**src/rtl/command_framer_ack_matcher_unit_assert.svh**
```systemverilog
// ----------------------------------------------------------------------------
// Command framer assertion macros
// Shared property macros for the command framer and acknowledge matcher.
// ----------------------------------------------------------------------------
`ifndef COMMAND_FRAMER_ACK_MATCHER_UNIT_ASSERT_SVH
`define COMMAND_FRAMER_ACK_MATCHER_UNIT_ASSERT_SVH

// same-cycle implication, held off during reset
`define CFAM_ASSERT_IMPL(label, clk, rst_n, ante, cons) \
  label: assert property (@(posedge clk) disable iff (!rst_n) (ante) |-> (cons)) \
    else $error("cfam: same-cycle check failed");

// next-cycle implication, held off during reset
`define CFAM_ASSERT_NEXT(label, clk, rst_n, ante, cons) \
  label: assert property (@(posedge clk) disable iff (!rst_n) (ante) |=> (cons)) \
    else $error("cfam: next-cycle check failed");

`endif

```
**src/rtl/cfam_pkg.sv**
```systemverilog
// ----------------------------------------------------------------------------
// cfam_pkg
// Types and constants shared by the command framer and acknowledge matcher.
// ----------------------------------------------------------------------------
package cfam_pkg;

  localparam int MAX_BODY = 16;
  localparam int CNT_W    = $clog2(MAX_BODY + 1);
  localparam int IDX_W    = (MAX_BODY > 1) ? $clog2(MAX_BODY) : 1;
  localparam int POS_W    = $clog2(MAX_BODY + 9);
  localparam int TICK_W   = 15;
  localparam int QDEPTH   = 2;
  localparam int QPTR_W   = 1;
  localparam int QCNT_W   = 2;

  localparam logic [7:0] HDR0_BYTE = 8'hA0;
  localparam logic [7:0] HDR1_BYTE = 8'hA1;
  localparam logic [7:0] TRL0_BYTE = 8'h0D;
  localparam logic [7:0] TRL1_BYTE = 8'h0A;
  localparam logic [7:0] ACK_BYTE  = 8'h83;
  localparam logic [7:0] NACK_BYTE = 8'h84;

  localparam logic KIND_TX     = 1'b0;
  localparam logic KIND_STATUS = 1'b1;

  typedef enum logic [1:0] {
    MODE_BODY = 2'd0,
    MODE_RX   = 2'd1,
    MODE_TICK = 2'd2
  } mode_t;

  typedef enum logic [1:0] {
    ST_ACK     = 2'd0,
    ST_NACK    = 2'd1,
    ST_UNKNOWN = 2'd2,
    ST_TIMEOUT = 2'd3
  } status_t;

  typedef enum logic [1:0] {
    PH_IDLE    = 2'd0,
    PH_COLLECT = 2'd1,
    PH_WAIT    = 2'd2
  } phase_t;

  typedef enum logic {
    BK_IDLE  = 1'b0,
    BK_FRAME = 1'b1
  } back_state_t;

  // request passed from the classifier to the emitter
  typedef struct packed {
    logic             is_frame;
    status_t          status;
    logic [CNT_W-1:0] count;
    logic [7:0]       id;
  } cmd_t;

  typedef struct packed {
    logic room;
    logic empty;
  } q_stat_t;

  typedef struct packed {
    logic             we;
    logic [IDX_W-1:0] addr;
    logic [7:0]       data;
  } ram_wr_t;

endpackage

```
**src/rtl/cfam_in_if.sv**
```systemverilog
// ----------------------------------------------------------------------------
// cfam_in_if
// Input channel: body bytes, received bytes and millisecond ticks.
// ----------------------------------------------------------------------------
interface cfam_in_if;
  logic        valid;
  logic        ready;
  logic [1:0]  mode;
  logic [7:0]  message_id;
  logic [7:0]  data_byte;
  logic        body_end;
  logic [15:0] timeout_ms;

  modport source (output valid, output mode, output message_id, output data_byte,
                  output body_end, output timeout_ms, input ready);
  modport sink   (input valid, input mode, input message_id, input data_byte,
                  input body_end, input timeout_ms, output ready);
endinterface

```
**src/rtl/cfam_out_if.sv**
```systemverilog
// ----------------------------------------------------------------------------
// cfam_out_if
// Result channel: transmit bytes and final command status.
// ----------------------------------------------------------------------------
interface cfam_out_if;
  logic       valid;
  logic       ready;
  logic       kind;
  logic [7:0] tx_byte;
  logic [1:0] status;
  logic       end_of_run;

  modport source (output valid, output kind, output tx_byte, output status,
                  output end_of_run, input ready);
  modport sink   (input valid, input kind, input tx_byte, input status,
                  input end_of_run, output ready);
endinterface

```
**src/rtl/cfam_ram.sv**
```systemverilog
// ----------------------------------------------------------------------------
// cfam_ram
// Generic single-write, single-read RAM with registered read data.
// ----------------------------------------------------------------------------
module cfam_ram #(
  parameter int WIDTH = 8,
  parameter int DEPTH = 16,
  localparam int AW   = (DEPTH > 1) ? $clog2(DEPTH) : 1
) (
  input  logic             clk,
  input  logic             we,
  input  logic [AW-1:0]    waddr,
  input  logic [WIDTH-1:0] wdata,
  input  logic [AW-1:0]    raddr,
  output logic [WIDTH-1:0] rdata
);

  logic [WIDTH-1:0] mem_r [DEPTH];
  logic [WIDTH-1:0] rdata_r;

  always_ff @(posedge clk) begin
    if (we) begin
      mem_r[waddr] <= wdata;
    end
    rdata_r <= mem_r[raddr];
  end

  assign rdata = rdata_r;

endmodule

```
**src/rtl/cfam_queue.sv**
```systemverilog
// ----------------------------------------------------------------------------
// cfam_queue
// Short request queue between the classifier and the frame emitter.
// ----------------------------------------------------------------------------
module cfam_queue (
  input  logic             clk,
  input  logic             rst_n,
  input  logic             push,
  input  cfam_pkg::cmd_t   push_cmd,
  input  logic             pop,
  output cfam_pkg::cmd_t   head_cmd,
  output cfam_pkg::q_stat_t q_stat
);
  import cfam_pkg::*;

  cmd_t              mem_r [QDEPTH];
  logic [QPTR_W-1:0] wr_ptr_r, wr_ptr_nxt;
  logic [QPTR_W-1:0] rd_ptr_r, rd_ptr_nxt;
  logic [QCNT_W-1:0] fill_r, fill_nxt;

  always_comb begin
    wr_ptr_nxt = wr_ptr_r;
    rd_ptr_nxt = rd_ptr_r;
    fill_nxt   = fill_r;
    if (push) begin
      wr_ptr_nxt = (wr_ptr_r == QPTR_W'(QDEPTH - 1)) ? '0 : wr_ptr_r + 1'b1;
    end
    if (pop) begin
      rd_ptr_nxt = (rd_ptr_r == QPTR_W'(QDEPTH - 1)) ? '0 : rd_ptr_r + 1'b1;
    end
    if (push && !pop) begin
      fill_nxt = fill_r + 1'b1;
    end else if (pop && !push) begin
      fill_nxt = fill_r - 1'b1;
    end
  end

  always_ff @(posedge clk) begin
    if (!rst_n) begin
      wr_ptr_r <= '0;
      rd_ptr_r <= '0;
      fill_r   <= '0;
    end else begin
      wr_ptr_r <= wr_ptr_nxt;
      rd_ptr_r <= rd_ptr_nxt;
      fill_r   <= fill_nxt;
    end
  end

  always_ff @(posedge clk) begin
    if (push) begin
      mem_r[wr_ptr_r] <= push_cmd;
    end
  end

  assign head_cmd     = mem_r[rd_ptr_r];
  assign q_stat.room  = (fill_r != QCNT_W'(QDEPTH));
  assign q_stat.empty = (fill_r == '0);

endmodule

```
**src/rtl/cfam_front.sv**
```systemverilog
// ----------------------------------------------------------------------------
// cfam_front
// Accepts input items, collects the body, tracks the reply header and the
// tick window, and queues frame or status requests for the emitter.
// ----------------------------------------------------------------------------
`include "command_framer_ack_matcher_unit_assert.svh"

module cfam_front (
  input  logic              clk,
  input  logic              rst_n,
  cfam_in_if.sink           in_ch,
  input  cfam_pkg::q_stat_t q_stat,
  input  logic              back_busy,
  output logic              push,
  output cfam_pkg::cmd_t    push_cmd,
  output cfam_pkg::ram_wr_t ram_wr
);
  import cfam_pkg::*;

  phase_t            phase_r, phase_nxt;
  logic [CNT_W-1:0]  count_r, count_nxt;
  logic [7:0]        id_r, id_nxt;
  logic [TICK_W-1:0] window_r, window_nxt;
  logic [TICK_W-1:0] elapsed_r, elapsed_nxt;
  logic              retry_r, retry_nxt;
  logic [7:0]        prev_r, prev_nxt;
  logic              hdr_r, hdr_nxt;

  logic              acc;
  logic              back_quiet;
  mode_t             mode_c;
  logic              hdr_c;
  logic [TICK_W-1:0] el_inc;
  logic              fin;
  status_t           fin_st;
  logic              retry_c;
  logic              final_c;
  logic              body_take;
  logic              body_last;
  logic [CNT_W-1:0]  cnt_base;
  logic [CNT_W-1:0]  cnt_new;
  logic [7:0]        id_cur;

  // body writes wait until the emitter no longer reads the store
  assign back_quiet  = q_stat.empty && !back_busy;
  assign mode_c      = mode_t'(in_ch.mode);
  assign in_ch.ready = q_stat.room && ((mode_c != MODE_BODY) || back_quiet);
  assign acc         = in_ch.valid && in_ch.ready;

  // classify the item
  always_comb begin
    hdr_c     = hdr_r || (prev_r == HDR0_BYTE && in_ch.data_byte == HDR1_BYTE);
    el_inc    = (elapsed_r != '1) ? elapsed_r + 1'b1 : elapsed_r;
    fin       = 1'b0;
    fin_st    = ST_ACK;
    body_take = 1'b0;
    body_last = 1'b0;
    if (acc) begin
      case (mode_c)
        MODE_BODY: begin
          if (phase_r != PH_WAIT) begin
            body_take = 1'b1;
            body_last = in_ch.body_end;
          end
        end
        MODE_RX: begin
          if (phase_r == PH_WAIT && hdr_c &&
              (prev_r == ACK_BYTE || prev_r == NACK_BYTE)) begin
            fin = 1'b1;
            if (in_ch.data_byte != id_r) begin
              fin_st = ST_UNKNOWN;
            end else if (prev_r == ACK_BYTE) begin
              fin_st = ST_ACK;
            end else begin
              fin_st = ST_NACK;
            end
          end
        end
        MODE_TICK: begin
          if (phase_r == PH_WAIT && el_inc >= window_r) begin
            fin    = 1'b1;
            fin_st = ST_TIMEOUT;
          end
        end
        default: ;
      endcase
    end
    retry_c  = fin && (fin_st != ST_ACK) && !retry_r;
    final_c  = fin && !retry_c;
    cnt_base = (phase_r == PH_IDLE) ? '0 : count_r;
    id_cur   = (phase_r == PH_IDLE) ? in_ch.message_id : id_r;
    cnt_new  = (cnt_base < CNT_W'(MAX_BODY)) ? cnt_base + 1'b1 : cnt_base;
  end

  // next phase
  always_comb begin
    phase_nxt = phase_r;
    if (body_take) begin
      phase_nxt = body_last ? PH_WAIT : PH_COLLECT;
    end
    if (retry_c) begin
      phase_nxt = PH_WAIT;
    end
    if (final_c) begin
      phase_nxt = PH_IDLE;
    end
  end

  // datapath and request outputs
  always_comb begin
    count_nxt   = count_r;
    id_nxt      = id_r;
    window_nxt  = window_r;
    elapsed_nxt = elapsed_r;
    retry_nxt   = retry_r;
    prev_nxt    = prev_r;
    hdr_nxt     = hdr_r;
    push        = 1'b0;
    push_cmd    = '{is_frame: 1'b0, status: ST_ACK, count: count_r, id: id_r};
    ram_wr      = '{we: 1'b0, addr: cnt_base[IDX_W-1:0], data: in_ch.data_byte};

    if (body_take) begin
      id_nxt    = id_cur;
      count_nxt = cnt_new;
      if (phase_r == PH_IDLE) begin
        window_nxt = in_ch.timeout_ms[15:1];
        retry_nxt  = 1'b0;
      end
      // drop bytes past the store
      ram_wr.we = (cnt_base < CNT_W'(MAX_BODY));
      if (body_last) begin
        push        = 1'b1;
        push_cmd    = '{is_frame: 1'b1, status: ST_ACK, count: cnt_new, id: id_cur};
        elapsed_nxt = '0;
        hdr_nxt     = 1'b0;
        prev_nxt    = '0;
      end
    end

    if (acc && phase_r == PH_WAIT && !fin) begin
      if (mode_c == MODE_RX) begin
        prev_nxt = in_ch.data_byte;
        hdr_nxt  = hdr_c;
      end else if (mode_c == MODE_TICK) begin
        elapsed_nxt = el_inc;
      end
    end

    if (retry_c) begin
      retry_nxt   = 1'b1;
      push        = 1'b1;
      push_cmd    = '{is_frame: 1'b1, status: ST_ACK, count: count_r, id: id_r};
      elapsed_nxt = '0;
      hdr_nxt     = 1'b0;
      prev_nxt    = '0;
    end

    if (final_c) begin
      push        = 1'b1;
      push_cmd    = '{is_frame: 1'b0, status: fin_st, count: count_r, id: id_r};
      count_nxt   = '0;
      retry_nxt   = 1'b0;
      elapsed_nxt = '0;
      hdr_nxt     = 1'b0;
      prev_nxt    = '0;
    end
  end

  always_ff @(posedge clk) begin
    if (!rst_n) begin
      phase_r   <= PH_IDLE;
      count_r   <= '0;
      id_r      <= '0;
      window_r  <= '0;
      elapsed_r <= '0;
      retry_r   <= 1'b0;
      prev_r    <= '0;
      hdr_r     <= 1'b0;
    end else begin
      phase_r   <= phase_nxt;
      count_r   <= count_nxt;
      id_r      <= id_nxt;
      window_r  <= window_nxt;
      elapsed_r <= elapsed_nxt;
      retry_r   <= retry_nxt;
      prev_r    <= prev_nxt;
      hdr_r     <= hdr_nxt;
    end
  end

  `CFAM_ASSERT_IMPL(a_push_room, clk, rst_n, push, q_stat.room)
  `CFAM_ASSERT_IMPL(a_wr_quiet, clk, rst_n, ram_wr.we, back_quiet)
  `CFAM_ASSERT_NEXT(a_frame_wait, clk, rst_n, rst_n && push && push_cmd.is_frame, phase_r == PH_WAIT)

endmodule

```
**src/rtl/cfam_back.sv**
```systemverilog
// ----------------------------------------------------------------------------
// cfam_back
// Takes queued requests and drives the result channel: a whole frame one
// byte per cycle while the channel is ready, or a single status result.
// ----------------------------------------------------------------------------
`include "command_framer_ack_matcher_unit_assert.svh"

module cfam_back (
  input  logic                        clk,
  input  logic                        rst_n,
  input  cfam_pkg::cmd_t              head_cmd,
  input  cfam_pkg::q_stat_t           q_stat,
  output logic                        pop,
  output logic [cfam_pkg::IDX_W-1:0]  rd_addr,
  input  logic [7:0]                  rd_data,
  output logic                        back_busy,
  cfam_out_if.source                  out_ch
);
  import cfam_pkg::*;

  localparam logic [POS_W-1:0] POS_HDR1  = POS_W'(1);
  localparam logic [POS_W-1:0] POS_LENHI = POS_W'(2);
  localparam logic [POS_W-1:0] POS_LENLO = POS_W'(3);
  localparam logic [POS_W-1:0] POS_ID    = POS_W'(4);
  localparam logic [POS_W-1:0] POS_BODY  = POS_W'(5);

  back_state_t      state_r, state_nxt;
  logic [POS_W-1:0] pos_r, pos_nxt;
  logic [CNT_W-1:0] cnt_r, cnt_nxt;
  logic [7:0]       id_r, id_nxt;
  logic [7:0]       sum_r, sum_nxt;
  logic             out_valid_r, out_valid_nxt;
  logic             out_kind_r, out_kind_nxt;
  logic [7:0]       out_byte_r, out_byte_nxt;
  status_t          out_status_r, out_status_nxt;
  logic             out_eor_r, out_eor_nxt;

  logic             load;
  logic [POS_W-1:0] sum_pos;
  logic [POS_W-1:0] last_pos;
  logic [15:0]      len;
  logic             in_body;
  logic [7:0]       frame_byte;
  logic [POS_W-1:0] rd_pos;

  assign load     = !out_valid_r || out_ch.ready;
  assign sum_pos  = POS_W'(cnt_r) + POS_BODY;
  assign last_pos = sum_pos + POS_W'(2);
  assign len      = 16'(cnt_r) + 16'd1;
  assign in_body  = (pos_r >= POS_BODY) && (pos_r < sum_pos);

  always_comb begin
    if (pos_r == '0) begin
      frame_byte = HDR0_BYTE;
    end else if (pos_r == POS_HDR1) begin
      frame_byte = HDR1_BYTE;
    end else if (pos_r == POS_LENHI) begin
      frame_byte = len[15:8];
    end else if (pos_r == POS_LENLO) begin
      frame_byte = len[7:0];
    end else if (pos_r == POS_ID) begin
      frame_byte = id_r;
    end else if (in_body) begin
      frame_byte = rd_data;
    end else if (pos_r == sum_pos) begin
      frame_byte = sum_r;
    end else if (pos_r == sum_pos + 1'b1) begin
      frame_byte = TRL0_BYTE;
    end else begin
      frame_byte = TRL1_BYTE;
    end
  end

  // next state
  always_comb begin
    state_nxt = state_r;
    case (state_r)
      BK_IDLE: begin
        if (!q_stat.empty && load && head_cmd.is_frame) begin
          state_nxt = BK_FRAME;
        end
      end
      BK_FRAME: begin
        if (load && pos_r == last_pos) begin
          state_nxt = BK_IDLE;
        end
      end
      default: state_nxt = BK_IDLE;
    endcase
  end

  // outputs and datapath
  always_comb begin
    pop            = 1'b0;
    pos_nxt        = pos_r;
    cnt_nxt        = cnt_r;
    id_nxt         = id_r;
    sum_nxt        = sum_r;
    out_valid_nxt  = out_valid_r && !out_ch.ready;
    out_kind_nxt   = out_kind_r;
    out_byte_nxt   = out_byte_r;
    out_status_nxt = out_status_r;
    out_eor_nxt    = out_eor_r;
    case (state_r)
      BK_IDLE: begin
        if (!q_stat.empty && load) begin
          pop = 1'b1;
          if (head_cmd.is_frame) begin
            pos_nxt = '0;
            cnt_nxt = head_cmd.count;
            id_nxt  = head_cmd.id;
            sum_nxt = head_cmd.id;
          end else begin
            out_valid_nxt  = 1'b1;
            out_kind_nxt   = KIND_STATUS;
            out_byte_nxt   = '0;
            out_status_nxt = head_cmd.status;
            out_eor_nxt    = 1'b1;
          end
        end
      end
      BK_FRAME: begin
        if (load) begin
          out_valid_nxt  = 1'b1;
          out_kind_nxt   = KIND_TX;
          out_byte_nxt   = frame_byte;
          out_status_nxt = ST_ACK;
          out_eor_nxt    = (pos_r == last_pos);
          pos_nxt        = pos_r + 1'b1;
          if (in_body) begin
            sum_nxt = sum_r ^ rd_data;
          end
        end
      end
      default: ;
    endcase
  end

  // fetch the body byte for the position held next cycle
  assign rd_pos  = pos_nxt - POS_BODY;
  assign rd_addr = rd_pos[IDX_W-1:0];

  assign back_busy = (state_r != BK_IDLE);

  always_ff @(posedge clk) begin
    if (!rst_n) begin
      state_r     <= BK_IDLE;
      out_valid_r <= 1'b0;
    end else begin
      state_r     <= state_nxt;
      out_valid_r <= out_valid_nxt;
    end
  end

  always_ff @(posedge clk) begin
    pos_r        <= pos_nxt;
    cnt_r        <= cnt_nxt;
    id_r         <= id_nxt;
    sum_r        <= sum_nxt;
    out_kind_r   <= out_kind_nxt;
    out_byte_r   <= out_byte_nxt;
    out_status_r <= out_status_nxt;
    out_eor_r    <= out_eor_nxt;
  end

  assign out_ch.valid      = out_valid_r;
  assign out_ch.kind       = out_kind_r;
  assign out_ch.tx_byte    = out_byte_r;
  assign out_ch.status     = out_status_r;
  assign out_ch.end_of_run = out_eor_r;

  `CFAM_ASSERT_IMPL(a_pos_range, clk, rst_n, state_r == BK_FRAME, pos_r <= last_pos)
  `CFAM_ASSERT_IMPL(a_status_eor, clk, rst_n, out_valid_r && out_kind_r == KIND_STATUS, out_eor_r)
  `CFAM_ASSERT_IMPL(a_pop_full, clk, rst_n, pop, !q_stat.empty)

endmodule

```
**src/rtl/command_framer_ack_matcher_unit.sv**
```systemverilog
// ----------------------------------------------------------------------------
// command_framer_ack_matcher_unit
// Binary command framer with XOR checksum and ack/nack reply matching.
// ----------------------------------------------------------------------------
// Received bytes, ticks and body bytes that end no command are taken one per
// cycle while the request queue has room. A command's last body byte, and the
// first failed attempt, queue a frame of body count + 8 bytes that leaves at
// one byte per cycle through the output register while the receiver is ready,
// once the emitter picks it up; a final status is one result. The body store
// has one write and one read port, so a body byte is held off while any
// request is still queued or a frame is being sent. Each input item causes at
// most one frame or one status, and its last result carries end_of_run.
// ----------------------------------------------------------------------------
module command_framer_ack_matcher_unit (
  input  logic       clk,
  input  logic       rst_n,
  cfam_in_if.sink    in_ch,
  cfam_out_if.source out_ch
);
  import cfam_pkg::*;

  logic             push;
  cmd_t             push_cmd;
  logic             pop;
  cmd_t             head_cmd;
  q_stat_t          q_stat;
  ram_wr_t          ram_wr;
  logic [IDX_W-1:0] rd_addr;
  logic [7:0]       rd_data;
  logic             back_busy;

  cfam_front u_front (
    .clk      (clk),
    .rst_n    (rst_n),
    .in_ch    (in_ch),
    .q_stat   (q_stat),
    .back_busy(back_busy),
    .push     (push),
    .push_cmd (push_cmd),
    .ram_wr   (ram_wr)
  );

  cfam_queue u_queue (
    .clk     (clk),
    .rst_n   (rst_n),
    .push    (push),
    .push_cmd(push_cmd),
    .pop     (pop),
    .head_cmd(head_cmd),
    .q_stat  (q_stat)
  );

  cfam_ram #(
    .WIDTH(8),
    .DEPTH(MAX_BODY)
  ) u_body_ram (
    .clk  (clk),
    .we   (ram_wr.we),
    .waddr(ram_wr.addr),
    .wdata(ram_wr.data),
    .raddr(rd_addr),
    .rdata(rd_data)
  );

  cfam_back u_back (
    .clk      (clk),
    .rst_n    (rst_n),
    .head_cmd (head_cmd),
    .q_stat   (q_stat),
    .pop      (pop),
    .rd_addr  (rd_addr),
    .rd_data  (rd_data),
    .back_busy(back_busy),
    .out_ch   (out_ch)
  );

endmodule

```
**src/flat_wrapper.sv**
```systemverilog
// flat-port wrapper written by rule: the top's interface ports become plain ports
module command_framer_ack_matcher_unit_flat import cfam_pkg::*;
  (clk, rst_n, in_ch_valid, in_ch_mode, in_ch_message_id, in_ch_data_byte, in_ch_body_end, in_ch_timeout_ms, in_ch_ready, out_ch_valid, out_ch_kind, out_ch_tx_byte, out_ch_status, out_ch_end_of_run, out_ch_ready);
  cfam_in_if in_ch_i ();
  cfam_out_if out_ch_i ();
  input  logic clk;
  input  logic rst_n;
  input wire logic [$bits(in_ch_i.valid)-1:0] in_ch_valid;
  input wire logic [$bits(in_ch_i.mode)-1:0] in_ch_mode;
  input wire logic [$bits(in_ch_i.message_id)-1:0] in_ch_message_id;
  input wire logic [$bits(in_ch_i.data_byte)-1:0] in_ch_data_byte;
  input wire logic [$bits(in_ch_i.body_end)-1:0] in_ch_body_end;
  input wire logic [$bits(in_ch_i.timeout_ms)-1:0] in_ch_timeout_ms;
  output wire logic [$bits(in_ch_i.ready)-1:0] in_ch_ready;
  output wire logic [$bits(out_ch_i.valid)-1:0] out_ch_valid;
  output wire logic [$bits(out_ch_i.kind)-1:0] out_ch_kind;
  output wire logic [$bits(out_ch_i.tx_byte)-1:0] out_ch_tx_byte;
  output wire logic [$bits(out_ch_i.status)-1:0] out_ch_status;
  output wire logic [$bits(out_ch_i.end_of_run)-1:0] out_ch_end_of_run;
  input wire logic [$bits(out_ch_i.ready)-1:0] out_ch_ready;
  assign in_ch_i.valid = in_ch_valid;
  assign in_ch_i.mode = in_ch_mode;
  assign in_ch_i.message_id = in_ch_message_id;
  assign in_ch_i.data_byte = in_ch_data_byte;
  assign in_ch_i.body_end = in_ch_body_end;
  assign in_ch_i.timeout_ms = in_ch_timeout_ms;
  assign in_ch_ready = in_ch_i.ready;
  assign out_ch_valid = out_ch_i.valid;
  assign out_ch_kind = out_ch_i.kind;
  assign out_ch_tx_byte = out_ch_i.tx_byte;
  assign out_ch_status = out_ch_i.status;
  assign out_ch_end_of_run = out_ch_i.end_of_run;
  assign out_ch_i.ready = out_ch_ready;
  command_framer_ack_matcher_unit u_core (.clk(clk), .rst_n(rst_n), .in_ch(in_ch_i), .out_ch(out_ch_i));
endmodule
```
**config.mk**
```make
export PLATFORM = sky130hd
export DESIGN_NAME = command_framer_ack_matcher_unit_flat
export DESIGN_NICKNAME = d
export VERILOG_FILES = /design/src/rtl/cfam_pkg.sv /design/src/rtl/cfam_in_if.sv /design/src/rtl/cfam_out_if.sv /design/src/rtl/cfam_ram.sv /design/src/rtl/cfam_queue.sv /design/src/rtl/cfam_front.sv /design/src/rtl/cfam_back.sv /design/src/rtl/command_framer_ack_matcher_unit.sv /design/src/flat_wrapper.sv
export VERILOG_INCLUDE_DIRS = /design/src /design/src/rtl
export SDC_FILE = /design/constraint.sdc
export NUM_CORES = 1
export LEC_CHECK = 0
export BUFFER_PORTS_ARGS = -buffer_cell sky130_fd_sc_hd__buf_2
export CORE_MARGIN = 1.5
export CORE_UTILIZATION = 26
export DETAILED_ROUTE_END_ITERATION = 12
export PLACE_DENSITY_LB_ADDON = 0.25
export SLEW_MARGIN = 0
export SYNTH_ARGS = -nofsm -noshare
export SYNTH_HDL_FRONTEND = slang
export SYNTH_SLANG_ARGS = --single-unit
```
**constraint.sdc**
```tcl
create_clock -name clk -period 7.9 [get_ports clk]
set_input_delay 1.58 -clock clk [delete_from_list [all_inputs] [get_ports clk]]
set_output_delay 1.58 -clock clk [all_outputs]
set_load 0.005 [all_outputs]
```
==> results of run 1 <==
## worst paths after layout
kind | from | to | slack, ns | depth (start not counted)
worst min register to register | u_core.u_front.window_r[7] | u_core.u_front.window_r[7] | 0.46 | 2
worst max-delay path | out_ch_ready | u_core.u_body_ram.rdata[7] | 3.18 | 11
worst min-delay path | u_core.u_front.window_r[7] | u_core.u_front.window_r[7] | 0.46 | 2
worst max register to register | u_core.u_front.elapsed_r[3] | u_core.u_queue.fill_r[1] | 3.32 | 15
## critical path, cell delays in order
cell,delay (ns)
buf_2,0.10
nand2b_2,0.27
nand4_4,0.20
inv_1,0.32
nor2_4,0.18
buf_4,0.55
inv_1,0.11
ha_2,0.94
mux4_2,0.43
mux2i_1,0.32
mux2i_1,0.12
## area by class of cell
| cell class | instances | area (µm²) |
|---|---|---|
| fillers | 4694 | 32400 |
| multi-input cells | 641 | 4740 |
| repair buffers | 60 | 323 |
| well taps | 607 | 759 |
| flip-flops and latches | 268 | 7310 |
| clock inverters | 12 | 155 |
| inverters | 37 | 139 |
| clock buffers | 41 | 826 |
## stage by stage
step	worst slack [ns]	instance area, µm²	power [mW]
2_1_floorplan	3.63	12300	2.78
3_3_place_gp	2.50	13300	3.18
3_5_place_dp	2.51	13300	3.18
4_1_cts	3.11	14200	4.60
5_1_grt	2.80	14200	4.78
6_report	3.18	14200	4.52
## logic make-up (layout without fill, tap and decap cells)
| family | after synthesis | in the layout | synth area share [%] |
|---|---|---|---|
| AOI/OAI and AO/OA | 160 | 160 | 7.91 |
| xor gates and xnor gates | 48 | 48 | 3.41 |
| adders and majority gates | 37 | 37 | 3.75 |
| buffers and inverters | 77 | 150 | 2.59 |
| DFF | 268 | 268 | 59.3 |
| muxes | 90 | 90 | 10.8 |
| and+or+nand+nor | 306 | 306 | 12.3 |
## sequential cells by signal (all words and copies together) (netlist names), 5 cells and up, named ones only
register and cells:
u_core.u_back.id_r 8, u_core.u_back.sum_r 8, u_core.u_front.elapsed_r 15, u_core.u_back.pos_r 5, u_core.u_back.out_ch.tx_byte 8, u_core.u_body_ram.rdata 8, u_core.u_queue.mem_r 32, u_core.u_front.prev_r 8
u_core.u_front.id_r 8, u_core.u_body_ram.mem_r 128, u_core.u_front.window_r 15, u_core.u_front.count_r 5, u_core.u_back.cnt_r 5
## synthesized netlist by cell type, drive strengths merged, types with 9 or more instances
master,n
edfxtp,194
nand2,98
a21oi,85
dfxtp,74
nor2,67
nand3,39
ha,37
inv,36
mux2i,33
xnor2,33
mux4,32
o21ai,26
clkbuf,25
mux2,25
and2,19
and3,15
buf,15
xor2,15
nor3,13
or3,10
nand4,9
## power groups by stage
stage / registers (mW) / logic (mW) / clock network (mW)
2_1_floorplan: 1.74 / 1.05 / 0
3_3_place_gp: 1.79 / 1.39 / 0
3_5_place_dp: 1.79 / 1.40 / 0
4_1_cts: 1.76 / 1.40 / 1.44
5_1_grt: 1.77 / 1.52 / 1.49
6_report: 1.75 / 1.38 / 1.39
## per-layer routing
| layer | vias to the layer above | part of all wire, % |
|---|---|---|
| li1 | 3755 | - |
| met1 | 3785 | 46 |
| met5 | - | 0.13 |
| met2 | 135 | 48 |
| met4 | 6 | 1.4 |
| met3 | 35 | 4.0 |
==> impl_metrics.toml, run 1 <==
[worst_setup_path]
cp_data_arrival_time_ns = 5.16
critPathKind = "in2reg"
crit_required_ns = 8.34
critPathMaxFanout = 34
start_kind = "input port"
end_kind = "register"

[placed_design]
place_congestion = 0.791
port_buffers = 51
hpwlAfterDp_um = 19800
dp.cells = 1613

[sta]
fin_hold_ws_ns = 0.456
period_needed_ns = 4.72
final_hold_viol_count = 0
drv_slew = 0
slew_headroom_pct = 26.1
clock_skew_ns = 0.0195
setup_viol = 0
rsz0062_at_grt = "false"
tns_ns = 0
fmax_mhz = 212
finalCritPeriodShare_pct = 59.8
tightest_slew_ns = 1.11

[yosys]
synth_seq_area_share_pct = 59.3
netlist_top_cells_area = "edfxtp_1 (47%), dfxtp_1 (12%), mux4_2 (5.8%)"
synth_flop_cell = "edfxtp_1"
yosysWarnings = 0
syn_avg_cell_area_um2 = 12.5
yosysTopAreaCell = "edfxtp_1"
synth_top_area_share_pct = 47.2
ys_seq_elements = 268
syn_inst = 986
synth_edf_count = 194
synth_nets = 1062
synth_area_um2 = 12300
yosysUniqueCellTypes = 65
synth-async-reset-ratio_pct = 0

[die]
die-width_um = 221
initial_core_util_pct = 26.4
rows = 79
core_area_um2 = 46700
pin_count = 53
die_area_um2 = 48700
die_h_um = 221

[routing]
via_per_inst = 4.63
vias = 7716
drt-initial-drc-count = 507
wl_per_cell_um = 17.9
ant_nets = 0
drc = 0
wirelength_um = 29800
dr.pass1.iters = 5

[clocking]
path_clk_slew_ns = 0.06
htreeDepth = 1
cts_tree = "built"
postCtsSetupRepairBufs = 0
clockBufferDepth = 3
ctsRootBufferMaster = "clkbuf_16"
postCtsHoldBufs = 0
cts_sinks = 268
cts_repair_resize_count = 0
cts_buffers = 29
clk-insertion-delay-late_ns = 0.57

[power_and_ir_drop]
power.leakage_nw = 4.97
power.density_nw_per_um2 = 317
power_frac_seq_pct = 38.8
clkPwrFrac_pct = 30.7
internal_power_mw = 3.12
p_comb_share_pct = 30.4
ir_drop_mv = 0.225
switching_power_mw = 1.40
switching_share_pct = 31.0

[grt]
grt_usage_pct = 12.4
grt_remaining_overflow = 0
use_met3_pct = 2.08
grt_max_degree = 35
antenna_found_initial = 3
grt_pass1_wl_um = 46000
met1_usage_pct = 16.8
use_met2_pct = 20.6
grt-busiest-layer = "met2"
grt_pass1_vias = 7653

[layout]
nets = 1113
drive_gt1_share_pct = 17.6
fin_util_pct = 30.5
syn_to_final_growth_pct = 15.5
final_cell_mix = "edfxtp_1 (194), nand2_1 (97), a21oi_1 (85)"
layout_commonest_cell = "edfxtp_1"
diodes = 0
final_cells = 1666

[min_path]
hp-class = "reg2reg"

[run]
maxCapViolations = 0

[run_status]
status = "finished clean"
Power figures use the tool's default switching activity.
==> run 2, diff against run 1 <==
==> constraint.sdc (replaced) <==
create_clock -name clk -period 4.8 [get_ports clk]
set_input_delay 0.96 -clock clk [delete_from_list [all_inputs] [get_ports clk]]
set_output_delay 0.96 -clock clk [all_outputs]
set_load 0.005 [all_outputs]
==> run 2 against run 1 <==
  * Count of clock-buffer cells in the layout fell by 4
  * Non-clock buffer count is 25 higher
  * Register-to-register slack got worse by 3.0 ns
  * Die area unchanged
  * Worst setup slack worse by 2.8 ns
  * Power increased by 66%
  * Core utilization grew 0.35 points
  * Global-route usage is 0.055 points lower
  * Worst hold slack gained 0.0017 ns
  * Clock power increased by 60%
  * Wire length rose by 0.38%
  * Critical endpoint is now u_core.u_queue.fill_r[1]
  * Highest routed layer unchanged
==> impl_metrics.toml, run 2 (synthesis results as in run 1) <==
[run_status]
status = "finished clean"

[layout]
top_register = "u_core.u_body_ram.mem_r"
syn_to_final_growth_pct = 16.9
final_cells = 1693
layout_commonest_cell = "edfxtp_1"
final_cell_mix = "edfxtp_1 (194), nand2_1 (97), a21oi_1 (85)"
nets = 1139
largest_register_ffs = 128
drive_gt1_share_pct = 18.7
largestRegisters = "u_core.u_body_ram.mem_r (128), u_core.u_queue.mem_r (32)"
fin_area_um2 = 14400

[power_and_ir_drop]
p_comb_share_pct = 32.4
power.density_nw_per_um2 = 521
power.leakage_nw = 5.09
internal_power_mw = 5.10
power_frac_seq_pct = 38.0
ir_drop_mv = 0.357
switching_power_mw = 2.40
clkPwrFrac_pct = 29.6
switching_share_pct = 32.0

[grt]
grt_max_degree = 33
grt_pass1_wl_um = 45700
grt_remaining_overflow = 0
grt_pass1_vias = 7647
antenna_found_initial = 4
met1_usage_pct = 16.8
grt_usage_pct = 12.3
use_met3_pct = 1.98
use_met2_pct = 20.3
grt-busiest-layer = "met2"

[routing]
dr.pass1.iters = 5
drc = 0
drt-initial-drc-count = 544
ant_nets = 0
via_per_inst = 4.58
wirelength_um = 29900
wl_per_cell_um = 17.6
vias = 7761

[clocking]
cts_repair_resize_count = 0
path_clk_slew_ns = 0.06
postCtsHoldBufs = 0
postCtsSetupRepairBufs = 0
cts_tree = "built"
cts_buffers = 30
ctsRootBufferMaster = "clkbuf_16"
clockBufferDepth = 3
htreeDepth = 1
clk-insertion-delay-late_ns = 0.60
cts_sinks = 268

[sta]
rsz0062_at_grt = "false"
finalCritPeriodShare_pct = 92.9
drv_slew = 0
final_hold_viol_count = 0
tns_ns = 0
clock_skew_ns = 0.0493
period_needed_ns = 4.46
fmax_mhz = 224
setup_viol = 0
tightest_slew_ns = 1.04
slew_headroom_pct = 30.3

[placed_design]
place_congestion = 0.809
dp.cells = 1638
hpwlAfterDp_um = 20400
port_buffers = 51
dpl_cell_area_um2 = 13500

[worst_setup_path]
path_cells = "and4_1 -> nand3_1 -> o21ai_0 -> nor2_1 -> xor2_1 -> ha_1 -> a21oi_1 -> o21ai_0 -> a21oi_1 -> buf_4 -> nor2_1 -> o31ai_1 -> nand2_1 -> ha_1 -> or3_1 -> a21oi_1"
critPathMaxFanout = 7
start_kind = "register"
critPathMostFrequentCell = "a21oi_1"
crit_slowest_cell = "o21ai_0"
cp_data_arrival_time_ns = 4.92
end_kind = "register"
crit_family = "compound AO/OA/AOI/OAI gates"
critPathKind = "reg2reg"
cp_num_buf_inv = 1
cpPeakStageDelay_ns = 0.55
crit_required_ns = 5.26

[die]
die-width_um = 221
rows = 79
die_area_um2 = 48700
die_h_um = 221
initial_core_util_pct = 26.4
pin_count = 53
core_area_um2 = 46700

[min_path]
hp-class = "reg2reg"

[run]
maxCapViolations = 0
==> run 2: changes by cell type in the layout (fill, tap and decap cells not counted), sizes merged <==
cell	delta
inv	-3
diode	+1
clkinv	+9
bufinv	-1
buf	+25
clkbuf	-4
==> run 2: final cells by class <==
class	count	area [µm²]
Inverter	37	139
Sequential cell	268	7310
Fill cell	4721	32200
Clock inverter	17	156
Clock buffer	37	797
Tap cell	607	759
Antenna cell	1	2.50
Multi-Input combinational cell	641	4710
Timing Repair Buffer	85	536
==> run 2: power groups by stage <==
stage          sequential, mW  combinational [mW]  clock, mW
6_report                 2.86                2.43       2.22
5_1_grt                  2.88                2.67       2.37
4_1_cts                  2.86                2.48       2.28
3_5_place_dp             2.91                2.47          0
3_3_place_gp             2.90                2.46          0
2_1_floorplan            2.86                1.72          0
==> run 2: path summary, 6_finish.rpt <==
path	startpoint	endpoint	slack [ns]	depth (start not counted)
worst max register to register	u_core.u_front.elapsed_r[3]	u_core.u_queue.fill_r[1]	0.34	16
worst max-delay path	u_core.u_front.elapsed_r[3]	u_core.u_queue.fill_r[1]	0.34	16
worst min-delay path	u_core.u_front.window_r[7]	u_core.u_front.window_r[7]	0.46	2
worst min register to register	u_core.u_front.window_r[7]	u_core.u_front.window_r[7]	0.46	2
==> run 2: per-layer routing <==
layer  vias to the layer above  routed length [µm]
li1                       3797                   -
met1                      3782               14200
met2                       136               13900
met3                        42                1160
met4                         4                 563
met5                         -                  26
==> run 2: stage by stage <==
step	setup WS, ns	utilization (%)	hold WS, ns	power (mW)
2_1_floorplan	1.00	-	0.436	4.58
3_3_place_gp	0.440	28.8	0.448	5.36
3_5_place_dp	0.358	28.8	0.450	5.38
4_1_cts	0.358	30.9	0.460	7.62
5_1_grt	0.0156	30.9	0.465	7.92
6_report	0.339	30.9	0.458	7.51
==> run 2: worst register-to-register path, delay by kind of cell (launching register included) <==
kind / cells / cell delay (ns)
xor gates and xnor gates: 1 / 0.18
DFF: 1 / 0.45
buffers and inverters: 1 / 0.17
adders and majority gates: 2 / 0.67
AOI/OAI and AO/OA: 6 / 1.65
and+or+nand+nor: 6 / 1.25
==> run 3, diff against run 2 <==
--- a/config.mk
+++ b/config.mk
@@ -11,6 +11,7 @@
 export CORE_UTILIZATION = 26
 export DETAILED_ROUTE_END_ITERATION = 12
 export PLACE_DENSITY_LB_ADDON = 0.25
+export REMOVE_ABC_BUFFERS = 1
 export SLEW_MARGIN = 0
 export SYNTH_ARGS = -nofsm -noshare
 export SYNTH_HDL_FRONTEND = slang
==> run 3 against run 2 <==
  * Non-clock buffer count shrank 2
  * Highest routed layer unchanged
  * Design area is essentially flat
  * Core utilization is essentially flat
  * Cell count is the same
  * Combinational power shrank 2%
  * Largest cell class unchanged
  * Global-route usage is essentially flat
  * Maximum frequency grew 4.6%
==> impl_metrics.toml, run 3 (synthesis results as in run 1) <==
[routing]
wirelength_um = 29500
drc = 0
via_per_inst = 4.60
wl_per_cell_um = 17.4
ant_nets = 0
drt-initial-drc-count = 362
vias = 7787
dr.pass1.iters = 6

[grt]
grt_max_degree = 33
grt_pass1_vias = 7832
grt_usage_pct = 12.3
grt_pass1_wl_um = 45500
grt_remaining_overflow = 0
antenna_found_initial = 3

[die]
rows = 79
pin_count = 53
initial_core_util_pct = 26.4
core_area_um2 = 46700
die_h_um = 221
die-width_um = 221
die_area_um2 = 48700

[clocking]
postCtsSetupRepairBufs = 0
clk-insertion-delay-late_ns = 0.58
postCtsHoldBufs = 0
clockBufferDepth = 3
cts_repair_resize_count = 0
htreeDepth = 1
path_clk_slew_ns = 0.06
cts_buffers = 31
cts_tree = "built"
cts_sinks = 268
ctsRootBufferMaster = "clkbuf_16"

[placed_design]
place_congestion = 0.755
dpl_cell_area_um2 = 13400
port_buffers = 51
hpwlAfterDp_um = 19900

[layout]
layout_commonest_cell = "edfxtp_1"
fin_area_um2 = 14400
final_cell_mix = "edfxtp_1 (194), nand2_1 (97), a21oi_1 (85)"
largestRegisters = "u_core.u_body_ram.mem_r (128), u_core.u_queue.mem_r (32)"
largest_register_ffs = 128
drive_gt1_share_pct = 18.5
top_register = "u_core.u_body_ram.mem_r"
syn_to_final_growth_pct = 16.8
nets = 1138

[worst_setup_path]
critPathMaxFanout = 7
cp_data_arrival_time_ns = 4.74
end_kind = "register"
critPathKind = "reg2reg"
crit_required_ns = 5.28
start_kind = "register"

[power_and_ir_drop]
power.leakage_nw = 5.08
switching_share_pct = 31.8
clkPwrFrac_pct = 30.0
power_frac_seq_pct = 38.1
power.density_nw_per_um2 = 520
switching_power_mw = 2.38
p_comb_share_pct = 31.9
internal_power_mw = 5.11
ir_drop_mv = 0.456

[run_status]
status = "finished clean"

[sta]
tns_ns = 0
tightest_slew_ns = 0.976
setup_viol = 0
slew_headroom_pct = 34.6
drv_slew = 0
rsz0062_at_grt = "false"
final_hold_viol_count = 0
period_needed_ns = 4.27
finalCritPeriodShare_pct = 88.9
fmax_mhz = 234
clock_skew_ns = 0.0114

[min_path]
hp-class = "reg2reg"

[run]
maxCapViolations = 0
run 3: changes by cell type in the layout (fill, tap and decap cells not counted), sizes merged:
cell	previous run	this run
clkinv	16	14
buf	85	83
inv	36	39
clkinvlp	0	1
run 3: per-stage QoR:
step	power [mW]	utilization, %	setup WS (ns)	hold WS, ns	cells
3_5_place_dp	5.36	28.8	0.505	0.447	1636
4_1_cts	7.64	30.9	0.478	0.456	1692
5_1_grt	7.92	30.9	0.0339	0.477	1693
3_3_place_gp	5.33	28.8	0.603	0.446	1636
6_report	7.50	30.9	0.534	0.453	1693
2_1_floorplan	4.53	-	0.472	0.436	946
run 3: routing by layer:
| metal | up-vias | part of all wire, % | global-route usage [%] |
|---|---|---|---|
| met5 | - | 0.081 | 0 |
| met1 | 3833 | 46 | 16.2 |
| met4 | 4 | 1.7 | 3.20 |
| met3 | 39 | 3.8 | 2.14 |
| met2 | 113 | 48 | 20.8 |
| li1 | 3798 | - | - |
run 3: power groups by stage:
stage | Sequential (mW) | Clock [mW] | Combinational (mW)
CTS | 2.86 | 2.32 | 2.46
global placement | 2.91 | 0 | 2.43
floorplan | 2.90 | 0 | 1.63
global route | 2.88 | 2.40 | 2.65
detailed placement | 2.91 | 0 | 2.45
finish | 2.86 | 2.25 | 2.39
run 3: worst max-delay path, cell delays in order, from the launching register on:
cell and delay [ns]:
dfxtp_1 0.43, and4_1 0.34, nand3_1 0.21, o21ai_0 0.52
nor2_1 0.10, xor2_1 0.18, ha_1 0.31, a21oi_1 0.14
o21ai_0 0.10, a21oi_1 0.39, nor2_1 0.10, o31ai_1 0.31
nand2_1 0.16, ha_1 0.34, or3_1 0.36, a21oi_1 0.17
run 3: worst paths after layout:
| kind | endpoint | cells past startpoint | startpoint | slack (ns) |
|---|---|---|---|---|
| worst max register to register | u_core.u_queue.fill_r[1] | 15 | u_core.u_front.elapsed_r[3] | 0.53 |
| worst min register to register | u_core.u_front.window_r[7] | 2 | u_core.u_front.window_r[7] | 0.45 |
| worst max-delay path | u_core.u_queue.fill_r[1] | 15 | u_core.u_front.elapsed_r[3] | 0.53 |
| worst min-delay path | u_core.u_front.window_r[7] | 2 | u_core.u_front.window_r[7] | 0.45 |
run 3: layout make-up:
type	instances	area, µm²
Fill cell	4774	32300
Sequential cell	268	7310
Multi-Input combinational cell	641	4710
Clock buffer	37	798
Tap cell	607	759
Timing Repair Buffer	83	520
Clock inverter	19	164
Inverter	37	139
Antenna cell	1	2.50
